File: config.mk
export PLATFORM = sky130hd
export DESIGN_NAME = swing_support_resistance_detector_core
export DESIGN_NICKNAME = d
export VERILOG_FILES = /design/src/rtl/core/ssrd_pkg.sv /design/src/rtl/core/ssrd_ctrl.sv /design/src/rtl/core/ssrd_datapath.sv /design/src/rtl/core/swing_support_resistance_detector_core.sv
export SDC_FILE = /design/constraint.sdc
export NUM_CORES = 2
export LEC_CHECK = 0
export ABC_AREA = 1
export BUFFER_PORTS_ARGS = -buffer_cell sky130_fd_sc_hd__buf_2
export CORE_UTILIZATION = 58
export DETAILED_ROUTE_END_ITERATION = 8
export PLACE_DENSITY = 0.75
export SLEW_MARGIN = 15
export SYNTH_ARGS = -nofsm -noshare
export SYNTH_HDL_FRONTEND = slang
export SYNTH_SLANG_ARGS = --single-unit
File: constraint.sdc
create_clock -name clk -period 19.75 [get_ports clk]
set_clock_uncertainty 0.2 [all_clocks]
set_input_delay 3.95 -clock clk [delete_from_list [all_inputs] [get_ports clk]]
set_output_delay 3.95 -clock clk [all_outputs]
set_load 0.01 [all_outputs]
File: src/rtl/core/ssrd_pkg.sv
// Shared types and constants of the swing support/resistance detector.
package ssrd_pkg;

    localparam int unsigned PRICE_W = 32;
    localparam int unsigned KIND_W  = 2;

    // Event codes carried on the result channel
    localparam logic [KIND_W-1:0] EV_NONE       = 2'd0;
    localparam logic [KIND_W-1:0] EV_SUPPORT    = 2'd1;
    localparam logic [KIND_W-1:0] EV_RESISTANCE = 2'd2;

    // Least common multiple of 1..k for k = 1..16, indexed by k-1
    localparam int unsigned LCM_TABLE [16] = '{
        1, 2, 6, 12, 60, 60, 420, 840, 2520, 2520,
        27720, 27720, 360360, 360360, 360360, 720720
    };

    typedef enum logic [2:0] {
        ST_IDLE,
        ST_MUL_LO,
        ST_MUL_HI,
        ST_SLOPE,
        ST_SEARCH,
        ST_DONE
    } state_t;

    // Controller to datapath
    typedef struct packed {
        logic load;
        logic mul_lo;
        logic mul_hi;
        logic slope;
        logic search;
        logic publish;
    } cmd_t;

    // Datapath to controller
    typedef struct packed {
        logic search_done;
        logic out_free;
    } status_t;

endpackage

File: src/rtl/core/ssrd_ctrl.sv
// Sequencing controller of the swing support/resistance detector.
module ssrd_ctrl
    import ssrd_pkg::*;
(
    input  logic    clk,
    input  logic    rst_n,
    input  logic    in_valid,
    output logic    in_ready,
    input  status_t status,
    output cmd_t    cmd
);

    state_t state_reg;
    state_t state_next;

    // State register
    always_ff @(posedge clk or negedge rst_n)
    begin
        if (!rst_n)
        begin
            state_reg <= ST_IDLE;
        end
        else
        begin
            state_reg <= state_next;
        end
    end

    // Next state and commands
    always_comb
    begin
        state_next = state_reg;
        cmd        = '0;
        in_ready   = 1'b0;
        unique case (state_reg)
            ST_IDLE:
            begin
                in_ready = 1'b1;
                if (in_valid)
                begin
                    cmd.load   = 1'b1;
                    state_next = ST_MUL_LO;
                end
            end
            ST_MUL_LO:
            begin
                cmd.mul_lo = 1'b1;
                state_next = ST_MUL_HI;
            end
            ST_MUL_HI:
            begin
                cmd.mul_hi = 1'b1;
                state_next = ST_SLOPE;
            end
            ST_SLOPE:
            begin
                cmd.slope  = 1'b1;
                state_next = ST_SEARCH;
            end
            ST_SEARCH:
            begin
                cmd.search = 1'b1;
                if (status.search_done)
                begin
                    state_next = ST_DONE;
                end
            end
            ST_DONE:
            begin
                if (status.out_free)
                begin
                    cmd.publish = 1'b1;
                    state_next  = ST_IDLE;
                end
            end
            default:
            begin
                state_next = ST_IDLE;
            end
        endcase
    end

endmodule

File: src/rtl/core/ssrd_datapath.sv
// Datapath: candle windows, scaled moving average, slope sum and level search.
module ssrd_datapath
    import ssrd_pkg::*;
#(
    parameter int unsigned SEARCH_DEPTH   = 10,
    parameter int unsigned AVERAGE_LENGTH = 5
)
(
    input  logic               clk,
    input  logic               rst_n,
    input  logic [PRICE_W-1:0] open_price,
    input  logic [PRICE_W-1:0] close_price,
    input  logic [PRICE_W-1:0] candle_time,
    input  cmd_t               cmd,
    output status_t            status,
    output logic               out_valid,
    input  logic               out_ready,
    output logic [KIND_W-1:0]  event_kind,
    output logic [PRICE_W-1:0] level_price,
    output logic [PRICE_W-1:0] level_time
);

    localparam int unsigned SCALE = LCM_TABLE[AVERAGE_LENGTH-1];
    localparam int unsigned FW    = $clog2(SCALE + 1);
    localparam int unsigned SW    = PRICE_W + $clog2(AVERAGE_LENGTH);
    localparam int unsigned AW    = PRICE_W + FW;
    localparam int unsigned DW    = AW + 1;
    localparam int unsigned LO_W  = (SW + 1) / 2;
    localparam int unsigned HI_W  = SW - LO_W;
    localparam int unsigned PW    = SW + FW;
    localparam int unsigned CAP_A = (SEARCH_DEPTH > AVERAGE_LENGTH) ? SEARCH_DEPTH
                                                                    : AVERAGE_LENGTH;
    localparam int unsigned CAP   = (CAP_A > 3) ? CAP_A : 3;
    localparam int unsigned CW    = $clog2(CAP + 1);
    localparam int unsigned DPW   = $clog2(SEARCH_DEPTH + 1);
    localparam int unsigned PTRW  = $clog2(SEARCH_DEPTH);
    localparam int unsigned NAVW  = $clog2(AVERAGE_LENGTH);
    localparam int unsigned MEM_W = 3 * PRICE_W;

    // Scale factor per point count: SCALE / k for k = 1..AVERAGE_LENGTH
    logic [FW-1:0] factor_tab [AVERAGE_LENGTH];
    for (genvar k = 0; k < AVERAGE_LENGTH; k++)
    begin : g_factor
        localparam int unsigned FACTOR = SCALE / (k + 1);
        assign factor_tab[k] = FW'(FACTOR);
    end

    function automatic logic [PTRW-1:0] ptr_inc(input logic [PTRW-1:0] p);
        ptr_inc = (p == PTRW'(SEARCH_DEPTH - 1)) ? '0 : p + 1'b1;
    endfunction

    function automatic logic [PTRW-1:0] ptr_dec(input logic [PTRW-1:0] p);
        ptr_dec = (p == '0) ? PTRW'(SEARCH_DEPTH - 1) : p - 1'b1;
    endfunction

    // Control registers
    logic [CW-1:0]   seen_reg;
    logic            ge1_reg;
    logic            ge2_reg;
    logic [PTRW-1:0] wptr_reg;
    logic [PTRW-1:0] rd_ptr_reg;
    logic [PTRW-1:0] remain_reg;
    logic            rd_valid_reg;
    logic            up_reg;
    logic            down_reg;
    logic            out_valid_reg;

    // Running state of the averages
    logic [PRICE_W-1:0]   close_win_reg [AVERAGE_LENGTH];
    logic [SW-1:0]        close_sum_reg;
    logic [AW-1:0]        last_avg_reg;
    logic signed [DW-1:0] slope_win_reg [AVERAGE_LENGTH];
    logic signed [DW-1:0] slope_sum_reg;

    // Payload registers
    logic [PRICE_W-1:0] top_reg;
    logic [PRICE_W-1:0] bot_reg;
    logic [PRICE_W-1:0] time_reg;
    logic [FW-1:0]      factor_reg;
    logic [DPW-1:0]     depth_reg;
    logic [PW-1:0]      acc_reg;
    logic [PRICE_W-1:0] best_price_reg;
    logic [PRICE_W-1:0] best_time_reg;
    logic [KIND_W-1:0]  kind_reg;
    logic [PRICE_W-1:0] price_out_reg;
    logic [PRICE_W-1:0] time_out_reg;

    // Candle window memory, one word {time, bottom, top} per candle
    logic [MEM_W-1:0] mem [SEARCH_DEPTH];
    logic [MEM_W-1:0] rd_data_reg;

    // Load-time values
    logic [CW-1:0]      n_next;
    logic [NAVW-1:0]    fac_idx;
    logic [DPW-1:0]     depth_next;
    logic [PRICE_W-1:0] body_top;
    logic [PRICE_W-1:0] body_bot;
    logic [SW-1:0]      close_sum_next;
    logic [PTRW-1:0]    wptr_next;

    // Multiplier partial products
    logic [LO_W+FW-1:0] prod_lo;
    logic [HI_W+FW-1:0] prod_hi;

    // Slope values
    logic [AW-1:0]        scaled;
    logic signed [DW-1:0] diff;
    logic signed [DW-1:0] slope_next;
    logic                 up_next;
    logic                 down_next;

    // Search compare
    logic [PRICE_W-1:0] mem_top;
    logic [PRICE_W-1:0] mem_bot;
    logic [PRICE_W-1:0] mem_time;
    logic               better;

    // Candle intake
    always_comb
    begin
        n_next         = (seen_reg == CW'(CAP)) ? seen_reg : seen_reg + 1'b1;
        fac_idx        = (n_next < AVERAGE_LENGTH) ? NAVW'(n_next - 1'b1)
                                                   : NAVW'(AVERAGE_LENGTH - 1);
        depth_next     = (n_next < SEARCH_DEPTH) ? DPW'(n_next) : DPW'(SEARCH_DEPTH);
        body_top       = (close_price <= open_price) ? open_price : close_price;
        body_bot       = (close_price <= open_price) ? close_price : open_price;
        close_sum_next = close_sum_reg + SW'(close_price)
                         - SW'(close_win_reg[AVERAGE_LENGTH-1]);
        wptr_next      = ptr_inc(wptr_reg);
    end

    // Scaled average in two partial products
    assign prod_lo = close_sum_reg[LO_W-1:0] * factor_reg;
    assign prod_hi = close_sum_reg[SW-1:LO_W] * factor_reg;

    // Slope sum and sign change
    always_comb
    begin
        scaled     = acc_reg[AW-1:0];
        diff       = signed'(DW'(scaled)) - signed'(DW'(last_avg_reg));
        slope_next = slope_sum_reg + diff - slope_win_reg[AVERAGE_LENGTH-1];
        up_next    = ge2_reg && slope_sum_reg[DW-1]
                     && !slope_next[DW-1] && (slope_next != '0);
        down_next  = ge2_reg && !slope_sum_reg[DW-1] && (slope_sum_reg != '0)
                     && slope_next[DW-1];
    end

    // Candidate from memory against the running best; strict, so newer wins ties
    always_comb
    begin
        mem_top  = rd_data_reg[PRICE_W-1:0];
        mem_bot  = rd_data_reg[2*PRICE_W-1:PRICE_W];
        mem_time = rd_data_reg[3*PRICE_W-1:2*PRICE_W];
        better   = up_reg ? (mem_bot < best_price_reg) : (mem_top > best_price_reg);
    end

    // Control state
    always_ff @(posedge clk or negedge rst_n)
    begin
        if (!rst_n)
        begin
            seen_reg      <= '0;
            ge1_reg       <= 1'b0;
            ge2_reg       <= 1'b0;
            wptr_reg      <= '0;
            rd_ptr_reg    <= '0;
            remain_reg    <= '0;
            rd_valid_reg  <= 1'b0;
            up_reg        <= 1'b0;
            down_reg      <= 1'b0;
            out_valid_reg <= 1'b0;
        end
        else
        begin
            if (cmd.load)
            begin
                seen_reg <= n_next;
                ge1_reg  <= (seen_reg >= 1);
                ge2_reg  <= (seen_reg >= 2);
                wptr_reg <= wptr_next;
            end
            if (cmd.slope)
            begin
                up_reg     <= up_next;
                down_reg   <= down_next;
                rd_ptr_reg <= ptr_dec(wptr_reg);
                remain_reg <= (up_next || down_next) ? PTRW'(depth_reg - 1'b1) : '0;
            end
            if (cmd.search && (remain_reg != '0))
            begin
                rd_valid_reg <= 1'b1;
                rd_ptr_reg   <= ptr_dec(rd_ptr_reg);
                remain_reg   <= remain_reg - 1'b1;
            end
            else
            begin
                rd_valid_reg <= 1'b0;
            end
            if (cmd.publish)
            begin
                out_valid_reg <= 1'b1;
            end
            else if (out_ready)
            begin
                out_valid_reg <= 1'b0;
            end
        end
    end

    // Average and slope windows
    always_ff @(posedge clk or negedge rst_n)
    begin
        if (!rst_n)
        begin
            for (int i = 0; i < AVERAGE_LENGTH; i++)
            begin
                close_win_reg[i] <= '0;
                slope_win_reg[i] <= '0;
            end
            close_sum_reg <= '0;
            last_avg_reg  <= '0;
            slope_sum_reg <= '0;
        end
        else
        begin
            if (cmd.load)
            begin
                for (int i = AVERAGE_LENGTH - 1; i > 0; i--)
                begin
                    close_win_reg[i] <= close_win_reg[i-1];
                end
                close_win_reg[0] <= close_price;
                close_sum_reg    <= close_sum_next;
            end
            if (cmd.slope)
            begin
                last_avg_reg <= scaled;
                if (ge1_reg)
                begin
                    for (int i = AVERAGE_LENGTH - 1; i > 0; i--)
                    begin
                        slope_win_reg[i] <= slope_win_reg[i-1];
                    end
                    slope_win_reg[0] <= diff;
                    slope_sum_reg    <= slope_next;
                end
            end
        end
    end

    // Payload path
    always_ff @(posedge clk)
    begin
        if (cmd.load)
        begin
            top_reg    <= body_top;
            bot_reg    <= body_bot;
            time_reg   <= candle_time;
            factor_reg <= factor_tab[fac_idx];
            depth_reg  <= depth_next;
        end
        if (cmd.mul_lo)
        begin
            acc_reg <= PW'(prod_lo);
        end
        else if (cmd.mul_hi)
        begin
            acc_reg <= acc_reg + (PW'(prod_hi) << LO_W);
        end
        if (cmd.slope)
        begin
            best_price_reg <= up_next ? bot_reg : top_reg;
            best_time_reg  <= time_reg;
        end
        else if (rd_valid_reg && better)
        begin
            best_price_reg <= up_reg ? mem_bot : mem_top;
            best_time_reg  <= mem_time;
        end
        if (cmd.publish)
        begin
            kind_reg      <= up_reg ? EV_SUPPORT : (down_reg ? EV_RESISTANCE : EV_NONE);
            price_out_reg <= (up_reg || down_reg) ? best_price_reg : '0;
            time_out_reg  <= (up_reg || down_reg) ? best_time_reg : '0;
        end
    end

    // Window memory write and registered read
    always_ff @(posedge clk)
    begin
        if (cmd.load)
        begin
            mem[wptr_next] <= {candle_time, body_bot, body_top};
        end
        rd_data_reg <= mem[rd_ptr_reg];
    end

    assign status.search_done = (remain_reg == '0) && !rd_valid_reg;
    assign status.out_free    = !out_valid_reg || out_ready;

    assign out_valid   = out_valid_reg;
    assign event_kind  = kind_reg;
    assign level_price = price_out_reg;
    assign level_time  = time_out_reg;

endmodule

File: src/rtl/core/swing_support_resistance_detector_core.sv
// Top level of the swing support/resistance detector.
//
// Channel  Dir  Transaction
// s_*      in   one closed candle: open_price, close_price, candle_time
// m_*      out  one result per candle: event_kind, level_price, level_time
//
// One candle is taken at a time. After acceptance the controller steps through
// ST_MUL_LO, ST_MUL_HI, ST_SLOPE and ST_SEARCH to ST_DONE; when a level is
// searched, ST_SEARCH scans the older depth - 1 entries of the candle window
// memory one entry a cycle, where depth is min(candles seen, SEARCH_DEPTH). The
// result register loads in ST_DONE as the controller returns to ST_IDLE for the next candle.
// Reset clears the average and slope windows, sums and counters; the candle
// memory needs no clearing pass, since the scan never reaches unwritten entries.
// A result waiting on m_tready does not block the next candle; only the
// following result waits for the output register to empty.
module swing_support_resistance_detector_core
    import ssrd_pkg::*;
#(
    parameter int unsigned SEARCH_DEPTH   = 10,
    parameter int unsigned AVERAGE_LENGTH = 5
)
(
    input  logic        clk,
    input  logic        rst_n,
    input  logic        s_tvalid,
    output logic        s_tready,
    input  logic [95:0] s_tdata,   // open_price, close_price, candle_time
    output logic        m_tvalid,
    input  logic        m_tready,
    output logic [63:0] m_tdata,   // level_price, level_time
    output logic [1:0]  m_tuser    // event_kind
);

    cmd_t    cmd;
    status_t status;

    ssrd_ctrl u_ctrl (
        .clk      (clk),
        .rst_n    (rst_n),
        .in_valid (s_tvalid),
        .in_ready (s_tready),
        .status   (status),
        .cmd      (cmd)
    );

    ssrd_datapath #(
        .SEARCH_DEPTH   (SEARCH_DEPTH),
        .AVERAGE_LENGTH (AVERAGE_LENGTH)
    ) u_datapath (
        .clk         (clk),
        .rst_n       (rst_n),
        .open_price  (s_tdata[31:0]),
        .close_price (s_tdata[63:32]),
        .candle_time (s_tdata[95:64]),
        .cmd         (cmd),
        .status      (status),
        .out_valid   (m_tvalid),
        .out_ready   (m_tready),
        .event_kind  (m_tuser),
        .level_price (m_tdata[31:0]),
        .level_time  (m_tdata[63:32])
    );

    // One candle in flight at a time
    assert property (@(posedge clk) disable iff (!rst_n)
        (s_tvalid && s_tready) |=> !s_tready)
        else $error("input accepted while a candle is in flight");

    // A new result never overwrites one still waiting
    assert property (@(posedge clk) disable iff (!rst_n)
        cmd.publish |-> (!m_tvalid || m_tready))
        else $error("result register overwritten");

    // No event carries no level
    assert property (@(posedge clk) disable iff (!rst_n)
        (m_tvalid && (m_tuser == EV_NONE)) |-> (m_tdata == '0))
        else $error("level present without an event");

endmodule

==> flow_metrics.env <==
export IMPL_r2r_setup_slack_ns=12.16
export IMPL_drive_gt1_frac=0.0694
export IMPL_crit_family="simple AND/OR/NAND/NOR gates"
export IMPL_post_drt_wl_per_cell_um=20.2
export IMPL_fp_coreArea_um2=146000
export IMPL_finalCritPeriodShare=0.385
export IMPL_tns_ns=0
export IMPL_endpoint_kind="register"
export IMPL_cts_buffer_depth=3
export IMPL_mostFrequentLayoutCell="nand2_1"
export IMPL_io_pins=168
export IMPL_fill_cells=11100
export IMPL_cts_tree="yes"
export IMPL_slew_headroom=0.155
export IMPL_clock_latency_ns=0.83
export IMPL_area_growth_pct=10.5
export IMPL_min_from="u_datapath.close_win_reg[90]$_DFFE_PN0P_"
export IMPL_ctsHoldBuffers=0
export IMPL_period_needed_ns=7.59
export IMPL_hold_viol_final=0
export IMPL_clk_pin_slew_ns=0.07
export IMPL_rsz0062_at_grt="no"
export IMPL_cp_common_cell="nand2_1"
export IMPL_seq_area_um2=51100
export IMPL_place_gp_congestion=0.933
export IMPL_ys_seq_area_frac=0.595
export IMPL_max_freq_ghz=0.132
export IMPL_worstMarginPinSlew_ns=1.26
export IMPL_synth_area_um2=85900
export IMPL_path_buf_inv=4
export IMPL_grt_util_all_layers=0.286
export IMPL_yosys_area_top_type="edfxtp_1"
export IMPL_ant_nets=0
export IMPL_htreeDepth=4
export IMPL_ff2ff_path_depth=28
export IMPL_synth_seq_cells=1821
export IMPL_synth_async_reset_ratio=0.270
export IMPL_cts_buffers=182
export IMPL_instances_no_fill=10600
export IMPL_required_ns=20.11
export IMPL_maxCapViolCount=0
export IMPL_via_count=60600
export IMPL_syn_num_nets=9014
export IMPL_start_util=0.587
export IMPL_cts_root_buf="clkbuf_16"
export IMPL_post_cts_buffers=0
export IMPL_vias_per_cell=5.71
export IMPL_antenna_found_initial=16
export IMPL_worstSetupPathType="reg -> reg"
export IMPL_startpoint="u_datapath.acc_reg[22]$_DFFE_PN_"
export IMPL_mostFrequentLayoutCells="nand2_1 (2043), edfxtp_1 (1219), nor2_1 (961)"
export IMPL_setup_viol=0
export IMPL_postPlaceCellArea_um2=88700
export IMPL_synth_top_cell_area_share=0.426
export IMPL_multi_input_area_um2=30300
export IMPL_r2r_end="u_datapath.best_price_reg[25]$_DFFE_PP_"
export IMPL_fp_dieW_um=387
export IMPL_drt_first_iter_violations=5817
export IMPL_hold_class="reg -> reg"
export IMPL_min_path_cells=2
export IMPL_r2r_start="u_datapath.acc_reg[22]$_DFFE_PN_"
export IMPL_numClockSinks=1821
export IMPL_worst_setup_path_start_kind="register"
export IMPL_yosysWarnings=0
export IMPL_final_max_slew_viol_count=0
export IMPL_port_buffers=167
export IMPL_grt_pass1_wl_mm=334
export IMPL_first_pass_iters=6
export IMPL_synth_flop_cell="edfxtp_1"
export IMPL_nets=9113
export IMPL_grt_pass1_vias=58900
export IMPL_largest_reg_flops=960
export IMPL_die_h_um=387
export IMPL_status="finished, final reports clean"
export IMPL_yosys_top_cells_area="edfxtp_1 (43%), dfrtp_1 (14%), nand2_1 (8.9%), o21ai_0 (4.7%), fa_1 (4.6%)"
export IMPL_crit_slowest_cell="nand2_2"
export IMPL_design_area_um2=94900
export IMPL_whs_endpoint="u_datapath.close_win_reg[58]$_DFFE_PN0P_"
export IMPL_crit_fanout=34
export IMPL_grt_max_degree=185
export IMPL_synth_edf_count=1219
export IMPL_cts_resized_gates=0
export IMPL_avgSynthCellArea_um2=10.2
export IMPL_crit_path_max_incr_delay_ns=0.85
export IMPL_drc=0
export IMPL_die_area_um2=150000
export IMPL_fp_row_count=140
export IMPL_wl_mm=215
export IMPL_netlist_instances=8431
export IMPL_dp_hpwl_mm=136
export IMPL_worstPathArrival_ns=7.96
export IMPL_grt_overflow=0
export IMPL_ys_types=52
export IMPL_placed_cells=10300
[worst reg2reg max path, delay by kind of cell (launching register included)]
family,cells,cell delay (ns)
AOI/OAI and AO/OA,3,0.91
xor gates and xnor gates,1,0.32
adders and majority gates,3,1.27
buffers and inverters,4,0.73
DFF,1,0.46
and+or+nand+nor,17,3.50
[Yosys cell counts (all sizes together), types with 4 or more instances]
| cell type | instances |
|---|---|
| a211oi | 4 |
| a21o | 27 |
| a21oi | 254 |
| a221oi | 7 |
| a31oi | 15 |
| and2 | 8 |
| buf | 25 |
| clkbuf | 335 |
| dfrtp | 492 |
| dfxtp | 110 |
| edfxtp | 1219 |
| fa | 196 |
| ha | 287 |
| inv | 854 |
| nand2 | 2047 |
| nand3 | 122 |
| nand3b | 15 |
| nand4 | 24 |
| nor2 | 972 |
| nor3 | 33 |
| nor4 | 24 |
| o211ai | 108 |
| o21a | 9 |
| o21ai | 883 |
| o21bai | 11 |
| o31ai | 7 |
| o32ai | 192 |
| or2 | 10 |
| xnor2 | 55 |
| xor2 | 62 |
[layout make-up]
type,count,area share
antenna,10,0.000264
clock inverter,98,0.0113
multi-input combinational,5393,0.319
tap,1917,0.0253
clock buffer,247,0.0530
timing repair buffer,275,0.0177
sequential,1821,0.539
inverter,857,0.0342
[routing by layer]
metal / part of all wire / vias up / wire length, µm / GRT usage
li1: - / 28500 / - / -
met5: 0.00058 / - / 124 / 0
met3: 0.077 / 412 / 16600 / 0.0443
met1: 0.43 / 29400 / 92100 / 0.407
met2: 0.46 / 2336 / 98900 / 0.450
met4: 0.034 / 18 / 7230 / 0.103
[per-stage QoR]
| step | utilization | hold WS (ns) | worst slack [ns] |
|---|---|---|---|
| final | 0.649 | 0.232 | 12.16 |
| after global placement | 0.607 | 0.249 | 11.56 |
| after floorplan | - | 0.223 | 5.20 |
| after detailed placement | 0.607 | 0.253 | 11.56 |
| after global routing | 0.648 | 0.245 | 11.81 |
| after CTS | 0.648 | 0.227 | 12.32 |
[how the worst max path moves through the flow]
stage	endpoint	slack [ns]	cells past startpoint
2_1_floorplan	u_datapath.mem[7][0]$_DFFE_PP_	5.20	4
3_3_place_gp	u_datapath.mem[6][35]$_DFFE_PP_	11.56	8
3_5_place_dp	u_datapath.mem[6][7]$_DFFE_PP_	11.56	8
4_1_cts	u_datapath.best_price_reg[25]$_DFFE_PP_	12.32	34
5_1_grt	u_datapath.best_price_reg[25]$_DFFE_PP_	11.81	34
6_report	u_datapath.best_price_reg[25]$_DFFE_PP_	12.16	28
[kinds of logic (layout without fill, tap and decap cells)]
| kind of cell | after synthesis | count (layout) | share of synthesized area |
|---|---|---|---|
| buffers and inverters | 1217 | 1477 | 0.0534 |
| adders and majority gates | 483 | 483 | 0.0875 |
| and+or+nand+nor | 3262 | 3262 | 0.148 |
| AOI/OAI and AO/OA | 1531 | 1531 | 0.104 |
| DFF | 1821 | 1821 | 0.595 |
| xor gates and xnor gates | 117 | 117 | 0.0119 |
| other | 0 | 10 | 0 |
Power is left out: the tool's default activity adds up to more than one toggle a clock period on the data nets, which glitch-free logic cannot reach.
